===== src/sv/ber_tlv_stream_parser_assert.svh =====
// ---------------------------------------------------------------------------
// Assertion macros for the BER TLV stream parser
// ---------------------------------------------------------------------------
`ifndef BER_TLV_STREAM_PARSER_ASSERT_SVH
`define BER_TLV_STREAM_PARSER_ASSERT_SVH

// Same-cycle implication, checked while out of reset
`define BTSP_ASSERT_IMP(lbl, clk, rstn, ante, cons) \
    lbl: assert property (@(posedge clk) disable iff (!(rstn)) (ante) |-> (cons)) \
        else $error("assertion failed: same-cycle implication");

// Next-cycle implication, checked while out of reset
`define BTSP_ASSERT_NXT(lbl, clk, rstn, ante, cons) \
    lbl: assert property (@(posedge clk) disable iff (!(rstn)) (ante) |=> (cons)) \
        else $error("assertion failed: next-cycle implication");

`endif


===== src/sv/btsp_pkg.sv =====
// ---------------------------------------------------------------------------
// btsp_pkg
// Types and constants shared by the BER TLV stream parser modules.
// ---------------------------------------------------------------------------
`timescale 1ns / 1ps
`default_nettype none

package btsp_pkg;

    // Stream widths
    localparam int S_TDATA_W = 8;
    localparam int S_TUSER_W = 1;
    localparam int M_TDATA_W = 80;
    localparam int M_TUSER_W = 4;
    localparam int OUT_W     = 32;

    // Tags handled specially
    localparam logic [7:0] TAG_INTEGER = 8'h02;
    localparam logic [7:0] TAG_OCTETS  = 8'h04;

    // Role codes as seen on the output
    localparam logic [1:0] ROLE_TAG   = 2'd0;
    localparam logic [1:0] ROLE_LEN1  = 2'd1;
    localparam logic [1:0] ROLE_LONG  = 2'd2;
    localparam logic [1:0] ROLE_VALUE = 2'd3;

    // Parser phase
    typedef enum logic [3:0] {
        PH_TAG   = 4'b0001,
        PH_LEN1  = 4'b0010,
        PH_LONG  = 4'b0100,
        PH_VALUE = 4'b1000
    } phase_t;

    // One result item
    typedef struct packed {
        logic             integer_valid;
        logic [OUT_W-1:0] integer_value;
        logic [OUT_W-1:0] element_length;
        logic             element_done;
        logic             string_byte_valid;
        logic [7:0]       string_byte;
        logic [7:0]       element_tag;
        logic [1:0]       byte_role;
    } result_t;

endpackage

`default_nettype wire


===== src/sv/ber_tlv_stream_parser.sv =====
// ---------------------------------------------------------------------------
// ber_tlv_stream_parser
// Parses single-byte-tag BER TLV elements from a byte stream.
// ---------------------------------------------------------------------------
// The parser takes one byte per clock while the output register can take
// it, and gives one result transfer per byte. A byte's result is in the
// output register from the cycle after it is accepted, as set by the
// single-stage phase update and length/integer shift. The input stays
// ready while the output register is empty or being drained in the same
// cycle. Raising the start flag (s_tuser) makes the byte a tag byte and
// abandons any element in progress without a done flag.
// m_tlast marks the byte that completes an element.
// ---------------------------------------------------------------------------
`timescale 1ns / 1ps
`default_nettype none

`include "ber_tlv_stream_parser_assert.svh"

module ber_tlv_stream_parser #(
    parameter int LENGTH_BITS  = 32,
    parameter int INTEGER_BITS = 32
) (
    input  wire logic                            aclk,
    input  wire logic                            aresetn,
    input  wire logic                            s_tvalid,
    output logic                                 s_tready,
    // [7:0] data_byte
    input  wire logic [btsp_pkg::S_TDATA_W-1:0]  s_tdata,
    // [0] start_of_message
    input  wire logic [btsp_pkg::S_TUSER_W-1:0]  s_tuser,
    output logic                                 m_tvalid,
    input  wire logic                            m_tready,
    // [7:0] element_tag, [15:8] string_byte, [47:16] element_length,
    // [79:48] integer_value
    output logic [btsp_pkg::M_TDATA_W-1:0]       m_tdata,
    // [1:0] byte_role, [2] string_byte_valid, [3] integer_valid
    output logic [btsp_pkg::M_TUSER_W-1:0]       m_tuser,
    // element_done
    output logic                                 m_tlast
);
    import btsp_pkg::*;

    logic    s_accept;
    logic    m_valid_reg, m_valid_next;
    result_t step_res;
    result_t res_reg;

    // Accept while the output register is free or being drained
    assign s_tready = !m_valid_reg || m_tready;
    assign s_accept = s_tvalid && s_tready;

    btsp_parser #(
        .LENGTH_BITS  (LENGTH_BITS),
        .INTEGER_BITS (INTEGER_BITS)
    ) u_parser (
        .aclk       (aclk),
        .aresetn    (aresetn),
        .step_en    (s_accept),
        .data_byte  (s_tdata[7:0]),
        .start_flag (s_tuser[0]),
        .result     (step_res)
    );

    // Hold the result until the transfer completes
    always_comb begin
        m_valid_next = m_valid_reg;
        if (s_accept) begin
            m_valid_next = 1'b1;
        end else if (m_tready) begin
            m_valid_next = 1'b0;
        end
    end

    always_ff @(posedge aclk) begin
        if (!aresetn) begin
            m_valid_reg <= 1'b0;
        end else begin
            m_valid_reg <= m_valid_next;
        end
    end

    always_ff @(posedge aclk) begin
        if (s_accept) begin
            res_reg <= step_res;
        end
    end

    // Pack the result onto the master side
    assign m_tvalid = m_valid_reg;
    assign m_tdata  = {res_reg.integer_value, res_reg.element_length,
                       res_reg.string_byte, res_reg.element_tag};
    assign m_tuser  = {res_reg.integer_valid, res_reg.string_byte_valid,
                       res_reg.byte_role};
    assign m_tlast  = res_reg.element_done;

    // An integer result only comes with the end of its element
    `BTSP_ASSERT_IMP(a_int_done, aclk, aresetn, m_tvalid && m_tuser[3], m_tlast)
    // A string byte is always a value byte of an OCTET STRING
    `BTSP_ASSERT_IMP(a_str_role, aclk, aresetn, m_tvalid && m_tuser[2],
        (m_tuser[1:0] == ROLE_VALUE) && (m_tdata[7:0] == TAG_OCTETS))
    // Every accepted byte yields a result in the next cycle
    `BTSP_ASSERT_NXT(a_accept_out, aclk, aresetn, s_tvalid && s_tready, m_tvalid)
    // A tag byte never completes an element
    `BTSP_ASSERT_IMP(a_tag_not_done, aclk, aresetn,
        m_tvalid && (m_tuser[1:0] == ROLE_TAG), !m_tlast)

endmodule

`default_nettype wire


===== src/sv/btsp_parser.sv =====
// ---------------------------------------------------------------------------
// btsp_parser
// TLV phase tracking, length and integer accumulation; one byte per step.
// ---------------------------------------------------------------------------
`timescale 1ns / 1ps
`default_nettype none

module btsp_parser #(
    parameter int LENGTH_BITS  = 32,
    parameter int INTEGER_BITS = 32
) (
    input  wire logic             aclk,
    input  wire logic             aresetn,
    input  wire logic             step_en,
    input  wire logic [7:0]       data_byte,
    input  wire logic             start_flag,
    output btsp_pkg::result_t     result
);
    import btsp_pkg::*;

    phase_t                  phase_reg, phase_next, phase_cur;
    logic [7:0]              tag_reg, tag_next;
    logic [6:0]              len_left_reg, len_left_next;
    logic [LENGTH_BITS-1:0]  len_acc_reg, len_acc_next;
    logic [LENGTH_BITS-1:0]  val_left_reg, val_left_next;
    logic [INTEGER_BITS-1:0] int_acc_reg, int_acc_next;
    logic                    len_out, done, len_known, str_valid;
    logic [1:0]              role;

    // Next state and result for the byte on the input
    always_comb begin
        phase_cur     = start_flag ? PH_TAG : phase_reg;
        phase_next    = phase_cur;
        tag_next      = tag_reg;
        len_left_next = len_left_reg;
        len_acc_next  = len_acc_reg;
        val_left_next = val_left_reg;
        int_acc_next  = int_acc_reg;
        len_out       = 1'b0;
        done          = 1'b0;
        len_known     = 1'b0;
        str_valid     = 1'b0;
        role          = ROLE_TAG;
        case (phase_cur)
            PH_TAG: begin
                role          = ROLE_TAG;
                tag_next      = data_byte;
                len_acc_next  = '0;
                len_left_next = '0;
                val_left_next = '0;
                int_acc_next  = '0;
                phase_next    = PH_LEN1;
            end
            PH_LEN1: begin
                role = ROLE_LEN1;
                if (!data_byte[7]) begin
                    len_acc_next = LENGTH_BITS'(data_byte);
                    len_known    = 1'b1;
                end else begin
                    len_acc_next  = '0;
                    len_left_next = data_byte[6:0];
                    if (data_byte[6:0] == 7'd0) begin
                        len_known = 1'b1;
                    end else begin
                        phase_next = PH_LONG;
                    end
                end
            end
            PH_LONG: begin
                role          = ROLE_LONG;
                len_acc_next  = (len_acc_reg << 8) | LENGTH_BITS'(data_byte);
                len_left_next = len_left_reg - 7'd1;
                if (len_left_next == 7'd0) begin
                    len_known = 1'b1;
                end
            end
            PH_VALUE: begin
                role    = ROLE_VALUE;
                len_out = 1'b1;
                if (tag_reg == TAG_OCTETS) begin
                    str_valid = 1'b1;
                end else if (tag_reg == TAG_INTEGER) begin
                    int_acc_next = (int_acc_reg << 8) | INTEGER_BITS'(data_byte);
                end
                val_left_next = val_left_reg - LENGTH_BITS'(1);
                if (val_left_next == '0) begin
                    done       = 1'b1;
                    phase_next = PH_TAG;
                end
            end
            default: begin
                phase_next = PH_TAG;
            end
        endcase

        // Length complete: end an empty element or move to the value bytes
        if (len_known) begin
            len_out = 1'b1;
            if (len_acc_next == '0) begin
                done       = 1'b1;
                phase_next = PH_TAG;
            end else begin
                val_left_next = len_acc_next;
                phase_next    = PH_VALUE;
            end
        end
    end

    // Drive the result item
    always_comb begin
        result.byte_role         = role;
        result.element_tag       = tag_next;
        result.string_byte       = str_valid ? data_byte : 8'd0;
        result.string_byte_valid = str_valid;
        result.element_done      = done;
        result.element_length    = len_out ? OUT_W'(len_acc_next) : '0;
        result.integer_value     = OUT_W'(int_acc_next);
        result.integer_valid     = done && (tag_next == TAG_INTEGER);
    end

    // Advance the parser state on each accepted byte
    always_ff @(posedge aclk) begin
        if (!aresetn) begin
            phase_reg    <= PH_TAG;
            tag_reg      <= '0;
            len_left_reg <= '0;
            len_acc_reg  <= '0;
            val_left_reg <= '0;
            int_acc_reg  <= '0;
        end else if (step_en) begin
            phase_reg    <= phase_next;
            tag_reg      <= tag_next;
            len_left_reg <= len_left_next;
            len_acc_reg  <= len_acc_next;
            val_left_reg <= val_left_next;
            int_acc_reg  <= int_acc_next;
        end
    end

endmodule

`default_nettype wire

===== config.mk =====
export PLATFORM = sky130hd
export DESIGN_NAME = ber_tlv_stream_parser
export DESIGN_NICKNAME = d
export VERILOG_FILES = /design/src/sv/btsp_pkg.sv /design/src/sv/ber_tlv_stream_parser.sv /design/src/sv/btsp_parser.sv
export VERILOG_INCLUDE_DIRS = /design/src /design/src/sv
export SDC_FILE = /design/constraint.sdc
export NUM_CORES = 1
export LEC_CHECK = 0
export BUFFER_PORTS_ARGS = -buffer_cell sky130_fd_sc_hd__buf_2
export CORE_ASPECT_RATIO = 1.25
export CORE_MARGIN = 3
export CORE_UTILIZATION = 55
export DETAILED_ROUTE_END_ITERATION = 6
export PLACE_DENSITY = 0.81
export SETUP_SLACK_MARGIN = 0.15
export SYNTH_ARGS = -nofsm -noshare
export SYNTH_HDL_FRONTEND = slang
export SYNTH_SLANG_ARGS = --single-unit
export TNS_END_PERCENT = 30

===== constraint.sdc =====
create_clock -name aclk -period 5.95 [get_ports aclk]
set_input_delay 0.595 -clock aclk [delete_from_list [all_inputs] [get_ports aclk]]
set_output_delay 0.595 -clock aclk [all_outputs]
set_load 0.02 [all_outputs]

Word level (Yosys, flattened, before mapping) --
Cells that the tools add are included.
Storage, ports and cells: bits in registers 201, input bits 13, logic and storage cells 71
Cells by class: $add $sub $neg 2, equality and inequality tests 8, mux-type cells 33, bitwise operators 2, reduce and logical (&&, ||, !) cells 11
Operators by type and width (count):
- 32-bit 2-to-1 mux | 4
- 32-bit one-hot mux with 2 select lines | 2
- 32-bit one-hot mux with 3 select lines | 1
- 32-bit logical NOT | 2
- 32-bit by 8-bit OR with 32-bit output | 2
- 32-bit by 1-bit subtractor with 32-bit output, second input constant | 1
- 4-bit 2-to-1 mux | 6
- 7-bit one-hot mux with 3 select lines | 1
- 8-bit by 2-bit == test with 1-bit output, second input constant | 2
- 4-bit one-hot mux with 4 select lines | 1
- 7-bit logical NOT | 2
- 7-bit 2-to-1 mux | 2
- 1-bit 2-to-1 mux | 13
- 8-bit by 3-bit == test with 1-bit output, second input constant | 1
- 8-bit 2-to-1 mux | 1
- 7-bit by 1-bit subtractor with 7-bit output, second input constant | 1
- 2-bit one-hot mux with 3 select lines | 1
- 4-bit by 1-bit == test with 1-bit output, second input constant | 1
- 4-bit by 2-bit == test with 1-bit output, second input constant | 1
- 4-bit by 3-bit == test with 1-bit output, second input constant | 1
- 4-bit == test, second input constant | 1
- 3-bit AND reduction | 1
- 3-bit nonzero test | 1
- 1-bit logical AND | 2
- 5 further kinds | 5

Longest topological paths before layout --
Gate-level depths: netlist of run 1.
word-level depth 7, mapped depth 11, depth with buffers taken out 9

By module --
A second synthesis of run 1 with hierarchy kept.
Second synthesis, totals: cells, all modules 1060, area, all modules 9914.5 um^2
By module, submodules not included:
- btsp_parser | times used 1, cells each 970, area an instance 7304.5 um^2, seq. area each 2302.2 um^2
- ber_tlv_stream_parser | times used 1, cells each 90, area an instance 2610.0 um^2, seq. area each 2572.5 um^2

Least setup slack after synthesis of run 1 --
No wires, ideal clock.
path type input port to flip-flop, start in m_tready, end reg res_reg, in the netlist m_tdata[0], enable pin, setup time 0.483 ns, data arrival time 3.993 ns, slack 1.475 ns, cell stages on the path 5, cells stage by stage nand2b_1 nand2_1 inv_2 clkbuf_1 clkbuf_1
Between the ends: cells in the longest elaborated chain, start to end 2
RTL lines:
- from (decl) | line ber_tlv_stream_parser.sv:32 | input wire logic m_tready,
- 1-bit logical OR | line ber_tlv_stream_parser.sv:49 | assign s_tready = !m_valid_reg || m_tready;
- 1-bit logical AND | line ber_tlv_stream_parser.sv:50 | assign s_accept = s_tvalid && s_tready;
- to (signal assigned) | line ber_tlv_stream_parser.sv:84 | res_reg <= step_res;
- to (decl) | line ber_tlv_stream_parser.sv:46 | result_t res_reg;
No other way between the ends. A chain may end at the register's enable or synchronous reset.

Worst setup path in the final report of run 1 --
start reg u_parser.phase_reg[2], end reg u_parser.val_left_reg[13]
Between the ends: cells in the longest elaborated chain, start to end 6, elaborated cells on any way between the ends 11
RTL lines:
- from (decl) | line btsp_parser.sv:21 | phase_t phase_reg, phase_next, phase_cur;
- from (signal assigned) | line btsp_parser.sv:131 | phase_reg <= phase_next;
- 4-bit 2-to-1 mux (*) | line btsp_parser.sv:32 | phase_cur = start_flag ? PH_TAG : phase_reg;
- 4-bit by 3-bit == test with 1-bit output (tied with other cells) | line btsp_parser.sv:44 | case (phase_cur)
- 32-bit one-hot mux with 3 select lines | line btsp_parser.sv:44
- 32-bit logical NOT | line btsp_parser.sv:99 | if (len_acc_next == '0) begin
- 32-bit 2-to-1 mux | line btsp_parser.sv:99
- 32-bit 2-to-1 mux (*) | line btsp_parser.sv:97 | if (len_known) begin
- to (signal assigned) | line btsp_parser.sv:135 | val_left_reg <= val_left_next;
- to (decl) | line btsp_parser.sv:25 | logic [LENGTH_BITS-1:0] val_left_reg, val_left_next;
Every way passes the cells marked *; elsewhere a longest branch is shown, timed or not.

==> results of run 1 <==
[worst max-delay path, stage by stage, from the launching register on]
cell and delay, ns:
dfxtp_1 0.47, or4b_1 0.47, o311a_1 0.14, buf_4 0.25, a22oi_1 0.50, and2_1 0.29, a21o_1 0.71, o311ai_1 0.24
a32o_1 0.29
[final cells by class]
cell class / count / area, µm² / share of cell area
clock inverter: 12 / 174 / 0.0160
clock buffer: 26 / 544 / 0.0499
timing repair buffer: 113 / 601 / 0.0551
multi-input combinational: 721 / 4390 / 0.402
inverter: 11 / 46.3 / 0.00425
tap: 220 / 275 / 0.0252
sequential: 201 / 4870 / 0.447
[through the flow]
stage	total power (W)	cells	setup slack, ns	hold slack (ns)	cell area (µm²)
after detailed placement	0.00201	1266	2.50	0.505	10200
after global placement	0.00200	1266	2.59	0.502	10200
after CTS	0.00337	1304	2.51	0.371	10900
after floorplan	0.00189	1016	1.47	0.472	9630
final	0.00336	1304	2.46	0.388	10900
after global routing	0.00349	1304	2.22	0.371	10900
[cell usage in the layout, fill, tap and decap left out, types with 22 or more instances in the layout]
master / instances
buf_2: 99
a211oi_1: 34
dfxtp_1: 116
nor3_1: 22
nor4_1: 22
edfxtp_1: 85
a21oi_1: 26
o21ai_0: 68
a22oi_1: 37
nand2_1: 127
nand2b_1: 35
o211a_1: 34
nor2_1: 112
[final timing paths]
kind,from,endpoint,slack (ns),depth (start not counted)
worst min-delay path,s_tvalid,m_tvalid,0.39,3
worst max register to register,u_parser.phase_reg[2],u_parser.val_left_reg[13],2.46,8
worst max-delay path,u_parser.phase_reg[2],u_parser.val_left_reg[13],2.46,8
worst min register to register,u_parser.len_acc_reg[25],u_parser.len_acc_reg[25],0.52,2
[cell usage after synthesis (all sizes together), types with 7 or more instances]
cell,number,area share
nor4,24,0.018
edfxtp,85,0.27
dfxtp,116,0.24
mux2,8,0.0094
a21oi,28,0.015
and2,13,0.0084
xor2,10,0.0091
nor2,114,0.044
o211a,34,0.035
o21ai,68,0.035
or3,10,0.0065
nand2,128,0.050
a22oi,37,0.029
nor3,22,0.011
nand3,18,0.0094
inv,11,0.0043
nand4,7,0.0045
o311ai,10,0.0091
mux2i,9,0.0094
buf,11,0.0065
clkbuf,72,0.028
a32o,20,0.021
nand2b,35,0.023
a211oi,34,0.027
o211ai,15,0.012
a22o,8,0.0073
[power by group]
part	leakage, nW	total (W)	internal [W]	switching, W
clock network	0.347	0.00137	0.000830	0.000539
logic	2.21	0.000425	0.000139	0.000286
registers	1.81	0.00156	0.00151	0.0000528
total	4.37	0.00336	0.00248	0.000878
[kinds of logic (layout without fill, tap and decap cells)]
family | count (synthesis) | count (layout) | synth area share
and+or+nand+nor | 402 | 402 | 0.201
AOI/OAI and AO/OA | 283 | 283 | 0.216
DFF | 201 | 201 | 0.506
buffers and inverters | 94 | 162 | 0.0389
muxes | 17 | 17 | 0.0187
xor gates and xnor gates | 15 | 15 | 0.0136
adders and majority gates | 4 | 4 | 0.00520
[metal layers]
layer  vias to the layer above  track usage  share of wire
li1                       3901            -              -
met1                      3971        0.318           0.40
met2                       420        0.431           0.48
met3                        78       0.0368          0.073
met4                         0        0.106          0.042
met5                         -            0              0
==> qor.json, run 1 <==
{
  "finish": {
    "fin_nets": 1086,
    "fillers": 1390,
    "syn_to_final_growth_pct": 13.2,
    "max_reg_flops": 80,
    "antennaDiodeCount": 0,
    "layout.core_utilization": 0.642,
    "post_route_cells_drive_above_1_share": 0.156
  },
  "min_path": {
    "worstHoldPathType": "in -> reg"
  },
  "timing": {
    "hold_viol_final": 0,
    "skew_ns": 0.0159,
    "timing.final.max_slew_violations": 0,
    "unrepaired_setup_endpoints_after_global_routing": "false",
    "worst_pin_slew_ns": 1.08,
    "max_clock_freq_mhz": 286,
    "setup_tns_ns": 0,
    "timing.slew.headroom": 0.281,
    "min_period_ns": 3.49,
    "final-setup-viol-count": 0,
    "post-route-period-util": 0.587
  },
  "setup_path": {
    "cp_max_fo": 38,
    "arrival_time_of_data_at_the_critical_path_endpoint_ns": 3.88,
    "setup.worst_path.end_class": "register",
    "worst_ep_required_time_ns": 6.34,
    "worst_setup_path_start_kind": "register",
    "timing_worst_setup_path_type": "reg -> reg"
  },
  "yosys": {
    "ys.flop_type": "dfxtp_1",
    "synthArstFlopShare": 0,
    "gate_count_post_synth": 1016,
    "synthDistinctLibCells": 67,
    "synth-warning-count": 0,
    "synth.ff_latch_count": 201,
    "synth_nets": 1033,
    "synth_edf_count": 85,
    "synth-seq-area-share": 0.506,
    "synthesis.area_per_instance_um2": 9.48,
    "netlist_area_um2": 9630
  },
  "detailed_routing": {
    "drt_first_iter_violations": 920,
    "firstDrtPassIters": 6,
    "drc": 0,
    "detailroute.via_count": 8370,
    "drt-vias-per-instance": 6.42,
    "routed_antenna_nets": 0,
    "wirelength_mm": 25.1,
    "routedWlPerCell_um": 19.3
  },
  "cts": {
    "h-tree-depth": 1,
    "insertion_delay_ns": 0.50,
    "cts-root-buf": "clkbuf_16",
    "tritoncts": "yes",
    "tritoncts_num_sinks": 201,
    "cts_hold_buffers": 0,
    "cts.clk_slew.worst_paths_ns": 0.06,
    "clk_buf_depth": 3,
    "cts_inserted_buffers": 21,
    "postCtsResizedCells": 0,
    "post_cts.repair.setup_buffers": 0
  },
  "power": {
    "ir_worst_vdd_mv": 0.321,
    "power.static_leakage_nw": 4.37,
    "power.density_nw_per_um2": 308
  },
  "floorplanning": {
    "design.core.area_um2": 17000,
    "die_w_um": 124,
    "floorplan.initialDensity": 0.567,
    "chip_height_um": 154,
    "core.rowCount": 53,
    "ioPinCount": 100,
    "fp.dieArea_um2": 19100
  },
  "global_route": {
    "grt_pass1_wl_mm": 40.0,
    "gr-usage-all-layers": 0.251,
    "first_global_vias": 7646,
    "globalRouteOverflowTotal": 0,
    "grt_max_degree": 92,
    "number_of_antenna_violations_at_the_first_check_in_global_routing": 0
  },
  "place": {
    "hpwl_mm": 16.4,
    "place_congestion": 0.974,
    "numPortBuffers": 99
  },
  "outcome": {
    "run_status": "completed"
  },
  "run": {
    "max_cap_viol_count": 0
  }
}
Note: power is estimated with default switching activity, not from simulation.
==> inputs of run 2 (changes only) <==
==> constraint.sdc (replaced) <==
create_clock -name aclk -period 3.4 [get_ports aclk]
set_input_delay 0.34 -clock aclk [delete_from_list [all_inputs] [get_ports aclk]]
set_output_delay 0.34 -clock aclk [all_outputs]
set_load 0.02 [all_outputs]
==> run 2 against run 1 <==
Hold slack worse by 0.28 ns. Register-to-register slack worse by 2.1 ns. Sequential share of layout area fell by 0.39 points. Maximum frequency rose by 16%. First-iteration DRC count fell by 11%. Non-clock buffer count rose by 19. Power increased by 69%. Clock skew up 0.0082 ns. Worst setup slack lost 2.1 ns. Die area did not move. Count of clock-buffer cells in the layout down 2. Combinational power increased by 81%. Highest routed layer unchanged.
==> qor.json, run 2 (synthesis results as in run 1) <==
{
  "outcome": {
    "run_status": "completed"
  },
  "cts": {
    "clk_buf_depth": {"value": 3, "change": "unchanged"},
    "h-tree-depth": {"value": 1, "change": "unchanged"},
    "tritoncts_num_sinks": {"value": 201, "change": "unchanged"},
    "cts_hold_buffers": {"value": 0, "change": "unchanged"},
    "tritoncts": "yes",
    "cts_inserted_buffers": {"value": 21, "change": "unchanged"},
    "cts-root-buf": "clkbuf_16",
    "postCtsResizedCells": {"value": 0, "change": "unchanged"},
    "post_cts.repair.setup_buffers": {"value": 0, "change": "unchanged"},
    "cts.clk_slew.worst_paths": {"value": 0.06, "unit": "ns", "change": "about the same"},
    "insertion_delay": {"value": 0.50, "unit": "ns", "change": "about the same"}
  },
  "min_path": {
    "worstHoldPathType": "in -> reg"
  },
  "timing": {
    "final-setup-viol-count": {"value": 0, "change": "unchanged"},
    "setup_tns": {"value": 0, "unit": "ns", "change": "unchanged"},
    "worst_pin_slew": {"value": 0.910, "unit": "ns", "change": "-0.168 ns"},
    "hold_viol_final": {"value": 0, "change": "unchanged"},
    "timing.final.max_slew_violations": {"value": 0, "change": "unchanged"},
    "post-route-period-util": {"value": 0.888, "change": "+0.300"},
    "timing.slew.headroom": {"value": 0.393, "change": "+0.113"},
    "setup_slack": {"value": 0.382, "unit": "ns", "change": "-2.07 ns"},
    "timing.hold.ws": {"value": 0.104, "unit": "ns", "change": "-0.284 ns"},
    "min_period": {"value": 3.02, "unit": "ns", "change": "-0.476 ns"},
    "skew": {"value": 0.0241, "unit": "ns", "change": "+0.00818 ns"},
    "unrepaired_setup_endpoints_after_global_routing": "false",
    "max_clock_freq": {"value": 331, "unit": "MHz", "change": "+16%"}
  },
  "detailed_routing": {
    "drc": {"value": 0, "change": "unchanged"},
    "routedWlPerCell": {"value": 19.4, "unit": "µm", "change": "+0.76%"},
    "wirelength": {"value": 25.7, "unit": "mm", "change": "+2.2%"},
    "routed_antenna_nets": {"value": 0, "change": "unchanged"},
    "drt_first_iter_violations": {"value": 818, "change": "-11%"},
    "drt-vias-per-instance": {"value": 6.40, "change": "-0.35%"},
    "detailroute.via_count": {"value": 8462, "change": "+1.1%"},
    "firstDrtPassIters": {"value": 5, "change": "-1"}
  },
  "floorplanning": {
    "chip_height": {"value": 154, "unit": "µm", "change": "unchanged"},
    "floorplan.initialDensity": {"value": 0.567, "change": "unchanged"},
    "ioPinCount": {"value": 100, "change": "unchanged"},
    "fp.dieArea": {"value": 19100, "unit": "µm²", "change": "unchanged"},
    "die_w": {"value": 124, "unit": "µm", "change": "unchanged"},
    "core.rowCount": {"value": 53, "change": "unchanged"},
    "design.core.area": {"value": 17000, "unit": "µm²", "change": "unchanged"}
  },
  "power": {
    "power.share.clock": {"value": 0.383, "change": "-0.025"},
    "power.static_leakage": {"value": 4.43, "unit": "nW", "change": "+1.5%"},
    "cellInternalPower": {"value": 0.00413, "unit": "W", "change": "+66%"},
    "p_switching": {"value": 0.00155, "unit": "W", "change": "+77%"},
    "ir_worst_vdd": {"value": 0.490, "unit": "mV", "change": "+53%"},
    "netSwitchingFraction": {"value": 0.273, "change": "+0.0119"},
    "power.density": {"value": 517, "unit": "nW/µm²", "change": "+68%"},
    "power.share.sequential": {"value": 0.481, "change": "+0.015"},
    "power.combinational.fraction": {"value": 0.135, "change": "+0.009"}
  },
  "place": {
    "dp.cells": {"value": 1285, "change": "+1.5%"},
    "hpwl": {"value": 17.5, "unit": "mm", "change": "+6.4%"},
    "place_congestion": {"value": 0.938, "change": "-3.7%"},
    "numPortBuffers": {"value": 99, "change": "unchanged"},
    "preCtsSetupSlack": {"value": 0.479, "unit": "ns", "change": "-2.02 ns"},
    "placed_cell_area": {"value": 10300, "unit": "µm²", "change": "+1.6%"}
  },
  "finish": {
    "mostFrequentLayoutCells": "127 x nand2_1, 116 x dfxtp_1, 113 x nor2_1",
    "max_reg_flops": {"value": 80, "change": "unchanged"},
    "area_taken_by_multi_input_logic_gates": {"value": 4390, "unit": "µm²", "change": "about the same"},
    "syn_to_final_growth_pct": 14.2,
    "regArea": {"value": 4870, "unit": "µm²", "change": "unchanged"},
    "mostFrequentLayoutCell": "nand2_1",
    "post_route_cells_drive_above_1_share": {"value": 0.170, "change": "+0.0136"},
    "antennaDiodeCount": {"value": 0, "change": "unchanged"},
    "layout.cell_area.non_filler": {"value": 11000, "unit": "µm²", "change": "+0.87%"},
    "fillers": {"value": 1361, "change": "-2.1%"},
    "finalNonFillerCells": {"value": 1323, "change": "+1.5%"},
    "fin_nets": {"value": 1105, "change": "+1.7%"}
  },
  "setup_path": {
    "cp_max_fo": {"value": 9, "change": "-76%"},
    "worst_setup_path_start_kind": "register",
    "setup.worst_path.end_class": "register",
    "arrival_time_of_data_at_the_critical_path_endpoint": {"value": 3.42, "unit": "ns", "change": "-0.46 ns"},
    "worst_ep_required_time": {"value": 3.80, "unit": "ns", "change": "-2.54 ns"},
    "timing_worst_setup_path_type": "reg -> reg"
  },
  "global_route": {
    "grt_max_degree": {"value": 54, "change": "-41%"},
    "gr-usage-all-layers": {"value": 0.256, "change": "+0.00444"},
    "globalRouteOverflowTotal": {"value": 0, "change": "unchanged"},
    "grt_pass1_wl": {"value": 40.5, "unit": "mm", "change": "+1.1%"},
    "first_global_vias": {"value": 7714, "change": "+0.89%"},
    "number_of_antenna_violations_at_the_first_check_in_global_routing": {"value": 0, "change": "unchanged"}
  },
  "run": {
    "max_cap_viol_count": {"value": 0, "change": "unchanged"}
  }
}
## run 2: area by class of cell
cell class,count,share of cell area
flip-flops and latches,201,0.443
clock buffers,24,0.0488
inverters,11,0.00421
multi-input cells,721,0.399
repair buffers,132,0.0699
well taps,220,0.0250
clock inverters,14,0.0101
## run 2: through the flow
| step | power [W] | utilization |
|---|---|---|
| 4_1_cts | 0.00569 | 0.648 |
| 3_5_place_dp | 0.00354 | 0.610 |
| 3_3_place_gp | 0.00352 | 0.610 |
| 6_report | 0.00568 | 0.648 |
| 2_1_floorplan | 0.00330 | - |
| 5_1_grt | 0.00588 | 0.648 |
## run 2: critical path: stages, from the launching register on
cell      delay (ns)
dfxtp_1         0.41
nor4_2          0.59
nand3_1         0.35
or2_1           0.36
o311ai_0        0.59
and4_1          0.28
a31oi_1         0.06
a32o_1          0.28
## run 2: worst paths after layout
| path | cells after the start | from | slack [ns] | to |
|---|---|---|---|---|
| min reg2reg | 2 | u_parser.len_acc_reg[26] | 0.52 | u_parser.len_acc_reg[26] |
| max reg2reg | 7 | u_parser.val_left_reg[5] | 0.38 | u_parser.val_left_reg[26] |
| max | 7 | u_parser.val_left_reg[5] | 0.38 | u_parser.val_left_reg[26] |
| min | 3 | s_tvalid | 0.10 | m_tvalid |
## run 2: power by group through the flow
stage                     Sequential [W]  Combinational [W]  Clock (W)
after floorplan                  0.00283           0.000470          0
after global placement           0.00278           0.000744          0
after detailed placement         0.00278           0.000758          0
after CTS                        0.00273           0.000762    0.00220
after global routing             0.00275           0.000835    0.00230
final                            0.00273           0.000769    0.00218
## run 2: layer usage
metal	global-route usage	up-vias	routed length, µm
li1	-	3922	-
met1	0.324	4084	10300
met4	0.130	0	1380
met2	0.429	374	12400
met3	0.0358	82	1640
met5	0	-	0
==> inputs of run 3 (changes only) <==
--- a/config.mk
+++ b/config.mk
@@ -11,7 +11,7 @@
 export CORE_MARGIN = 3
 export CORE_UTILIZATION = 55
 export DETAILED_ROUTE_END_ITERATION = 6
-export PLACE_DENSITY = 0.81
+export PLACE_DENSITY = 0.76
 export SETUP_SLACK_MARGIN = 0.15
 export SYNTH_ARGS = -nofsm -noshare
 export SYNTH_HDL_FRONTEND = slang
==> run 3 against run 2 <==
Routed wire length is 1.4% lower. Count of clock-buffer cells in the layout is 3 higher. Critical path type unchanged. Sequential share of layout area is 0.051 points lower. Global-route usage is 0.48 points higher. Die area stayed put.
==> qor.json, run 3 (synthesis results as in run 1) <==
{
  "detailed_routing": {
    "wirelength": {"value": 25.3, "unit": "mm", "change": "-1.4%"},
    "firstDrtPassIters": {"value": 5, "change": "unchanged"},
    "drc": {"value": 0, "change": "unchanged"},
    "routedWlPerCell": {"value": 19.2, "unit": "µm", "change": "-1.2%"},
    "routed_antenna_nets": {"value": 0, "change": "unchanged"},
    "drt-vias-per-instance": {"value": 6.28, "change": "-1.8%"},
    "detailroute.via_count": {"value": 8292, "change": "-2.0%"},
    "drt_first_iter_violations": {"value": 866, "change": "+5.9%"}
  },
  "global_route": {
    "first_global_vias": {"value": 7879, "change": "+2.1%"},
    "globalRouteOverflowTotal": {"value": 0, "change": "unchanged"},
    "gr-usage-all-layers": {"value": 0.260, "change": "+0.00476"},
    "grt_pass1_wl": {"value": 41.4, "unit": "mm", "change": "+2.3%"},
    "grt_max_degree": {"value": 78, "change": "+44%"},
    "number_of_antenna_violations_at_the_first_check_in_global_routing": {"value": 0, "change": "unchanged"}
  },
  "setup_path": {
    "r2r_setup_slack": {"value": 0.38, "unit": "ns", "change": "about the same"},
    "arrival_time_of_data_at_the_critical_path_endpoint": {"value": 3.41, "unit": "ns", "change": "about the same"},
    "critical-path-top-delay-family": "simple AND/OR/NAND/NOR gates",
    "worst_setup_path_start_kind": "register",
    "worst_r2r_src": "u_parser.val_left_reg[0]",
    "worst_reg2reg_path_depth": {"value": 10, "change": "+3"},
    "critical_path_cell_count": {"value": 10, "change": "+3"},
    "setup.worst_path.end_class": "register",
    "crit-reg2reg-capture": "u_parser.val_left_reg[26]",
    "slowest_stage": "o311ai_0",
    "worst_path_cell_chain": "inv_1 > ha_1 > nor4b_1 > buf_4 > nand3_1 > or2_1 > o311ai_0 > and4_1 > a31oi_1 > a32o_1",
    "cp_max_fo": {"value": 11, "change": "+2"},
    "worst_ep_required_time": {"value": 3.79, "unit": "ns", "change": "about the same"},
    "timing_worst_setup_path_type": "reg -> reg",
    "slowest_stage_delay_on_critical_path": {"value": 0.50, "unit": "ns", "change": "-0.09 ns"},
    "worst-path-buf-inv": {"value": 2, "change": "+2"}
  },
  "finish": {
    "post_route_cells_drive_above_1_share": {"value": 0.167, "change": "-0.00226"},
    "mostFrequentLayoutCells": "127 x nand2_1, 116 x dfxtp_1, 113 x nor2_1",
    "max_reg_flops": {"value": 80, "change": "unchanged"},
    "antennaDiodeCount": {"value": 0, "change": "unchanged"},
    "layout.cell_area.non_filler": {"value": 11000, "unit": "µm²", "change": "+0.11%"},
    "finalNonFillerCells": {"value": 1320, "change": "-0.23%"},
    "syn_to_final_growth_pct": 14.4,
    "fin_nets": {"value": 1103, "change": "-0.18%"},
    "mostFrequentLayoutCell": "nand2_1"
  },
  "timing": {
    "hold_viol_final": {"value": 0, "change": "unchanged"},
    "final-setup-viol-count": {"value": 0, "change": "unchanged"},
    "timing.final.max_slew_violations": {"value": 0, "change": "unchanged"},
    "min_period": {"value": 3.02, "unit": "ns", "change": "-0.00229 ns"},
    "post-route-period-util": {"value": 0.887, "change": "about the same"},
    "skew": {"value": 0.0172, "unit": "ns", "change": "-0.00685 ns"},
    "unrepaired_setup_endpoints_after_global_routing": "true",
    "worst_pin_slew": {"value": 0.828, "unit": "ns", "change": "-0.0815 ns"},
    "max_clock_freq": {"value": 332, "unit": "MHz", "change": "about the same"},
    "timing.hold.ws": {"value": 0.104, "unit": "ns", "change": "+0.0000110 ns"},
    "timing.slew.headroom": {"value": 0.446, "change": "+0.0526"},
    "setup_tns": {"value": 0, "unit": "ns", "change": "unchanged"}
  },
  "power": {
    "power.share.clock": {"value": 0.385, "change": "+0.002"},
    "cellInternalPower": {"value": 0.00418, "unit": "W", "change": "+1.3%"},
    "power.static_leakage": {"value": 4.44, "unit": "nW", "change": "about the same"},
    "p_switching": {"value": 0.00152, "unit": "W", "change": "-1.9%"},
    "power.density": {"value": 518, "unit": "nW/µm²", "change": "+0.27%"},
    "power.combinational.fraction": {"value": 0.136, "change": "about the same"},
    "power.share.sequential": {"value": 0.479, "change": "-0.002"},
    "ir_worst_vdd": {"value": 0.419, "unit": "mV", "change": "-15%"},
    "netSwitchingFraction": {"value": 0.267, "change": "-0.00636"},
    "design_power_total": {"value": 0.00570, "unit": "W", "change": "+0.39%"}
  },
  "cts": {
    "post_cts.repair.setup_buffers": {"value": 0, "change": "unchanged"},
    "cts-root-buf": "clkbuf_16",
    "tritoncts_num_sinks": {"value": 201, "change": "unchanged"},
    "insertion_delay": {"value": 0.50, "unit": "ns", "change": "about the same"},
    "cts_inserted_buffers": {"value": 20, "change": "-4.8%"},
    "tritoncts": "yes",
    "clk_buf_depth": {"value": 3, "change": "unchanged"},
    "cts.clk_slew.worst_paths": {"value": 0.06, "unit": "ns", "change": "about the same"},
    "h-tree-depth": {"value": 1, "change": "unchanged"}
  },
  "floorplanning": {
    "floorplan.initialDensity": {"value": 0.567, "change": "unchanged"},
    "fp.dieArea": {"value": 19100, "unit": "µm²", "change": "unchanged"},
    "ioPinCount": {"value": 100, "change": "unchanged"},
    "chip_height": {"value": 154, "unit": "µm", "change": "unchanged"},
    "core.rowCount": {"value": 53, "change": "unchanged"},
    "design.core.area": {"value": 17000, "unit": "µm²", "change": "unchanged"},
    "die_w": {"value": 124, "unit": "µm", "change": "unchanged"}
  },
  "min_path": {
    "worstHoldStart": "s_tvalid",
    "worst_hold_path.endpoint": "m_tvalid",
    "worstHoldPathType": "in -> reg",
    "min_path_cells": {"value": 3, "change": "unchanged"}
  },
  "outcome": {
    "run_status": "completed"
  },
  "place": {
    "numPortBuffers": {"value": 99, "change": "unchanged"},
    "dp.cells": {"value": 1284, "change": "-0.078%"},
    "place_congestion": {"value": 0.931, "change": "-0.70%"},
    "hpwl": {"value": 17.2, "unit": "mm", "change": "-1.4%"},
    "placed_cell_area": {"value": 10300, "unit": "µm²", "change": "about the same"}
  },
  "run": {
    "max_cap_viol_count": {"value": 0, "change": "unchanged"}
  }
}
run 3: changes by cell type in the layout (fill, tap and decap cells not counted), sizes merged:
cell | before | now
clkbuf | 24 | 27
clkinvlp | 3 | 0
inv | 13 | 11
buf | 132 | 131
bufinv | 1 | 2
clkinv | 8 | 7
run 3: worst min-delay path, stage by stage:
cell and delay, ns:
buf_2 0.11, inv_1 0.04, a21oi_1 0.05
run 3: final cells by class:
class	instances	area, µm²
fill	1447	5970
sequential	201	4870
multi-input combinational	721	4410
timing repair buffer	131	761
clock buffer	27	537
tap	220	275
clock inverter	9	110
inverter	11	46.3
run 3: worst max-delay path by stage:
stage / start / slack [ns] / endpoint
3_3_place_gp: u_parser.val_left_reg[0] / 0.45 / u_parser.val_left_reg[26]
5_1_grt: u_parser.val_left_reg[1] / 0.15 / u_parser.val_left_reg[26]
6_report: u_parser.val_left_reg[0] / 0.38 / u_parser.val_left_reg[26]
4_1_cts: u_parser.val_left_reg[0] / 0.42 / u_parser.val_left_reg[26]
3_5_place_dp: u_parser.val_left_reg[0] / 0.42 / u_parser.phase_reg[0]
2_1_floorplan: m_tvalid / 0.52 / m_tdata[0]
run 3: stage by stage:
step / worst slack (ns) / util
2_1_floorplan: 0.515 / -
3_3_place_gp: 0.454 / 0.609
3_5_place_dp: 0.420 / 0.609
4_1_cts: 0.421 / 0.647
5_1_grt: 0.150 / 0.649
6_report: 0.384 / 0.649
run 3: what timing repair did:
item,4_1_cts,5_1_grt
endpoints found under the setup margin,0,4
hold buffers,0,0
resized for setup,0,3
run 3: power groups by stage:
stage                     Sequential, W  Combinational [W]  Clock [W]
after floorplan                 0.00283           0.000470          0
after global placement          0.00278           0.000757          0
after detailed placement        0.00278           0.000768          0
after CTS                       0.00273           0.000771    0.00222
after global routing            0.00275           0.000853    0.00232
final                           0.00273           0.000778    0.00219
run 3: metal layers:
layer / part of all wire / vias up / wire, µm / global-route usage
met5: 0 / - / 0 / 0
met4: 0.057 / 0 / 1450 / 0.145
met3: 0.055 / 70 / 1400 / 0.0351
met2: 0.48 / 281 / 12200 / 0.433
met1: 0.40 / 4006 / 10200 / 0.329
li1: - / 3935 / - / -
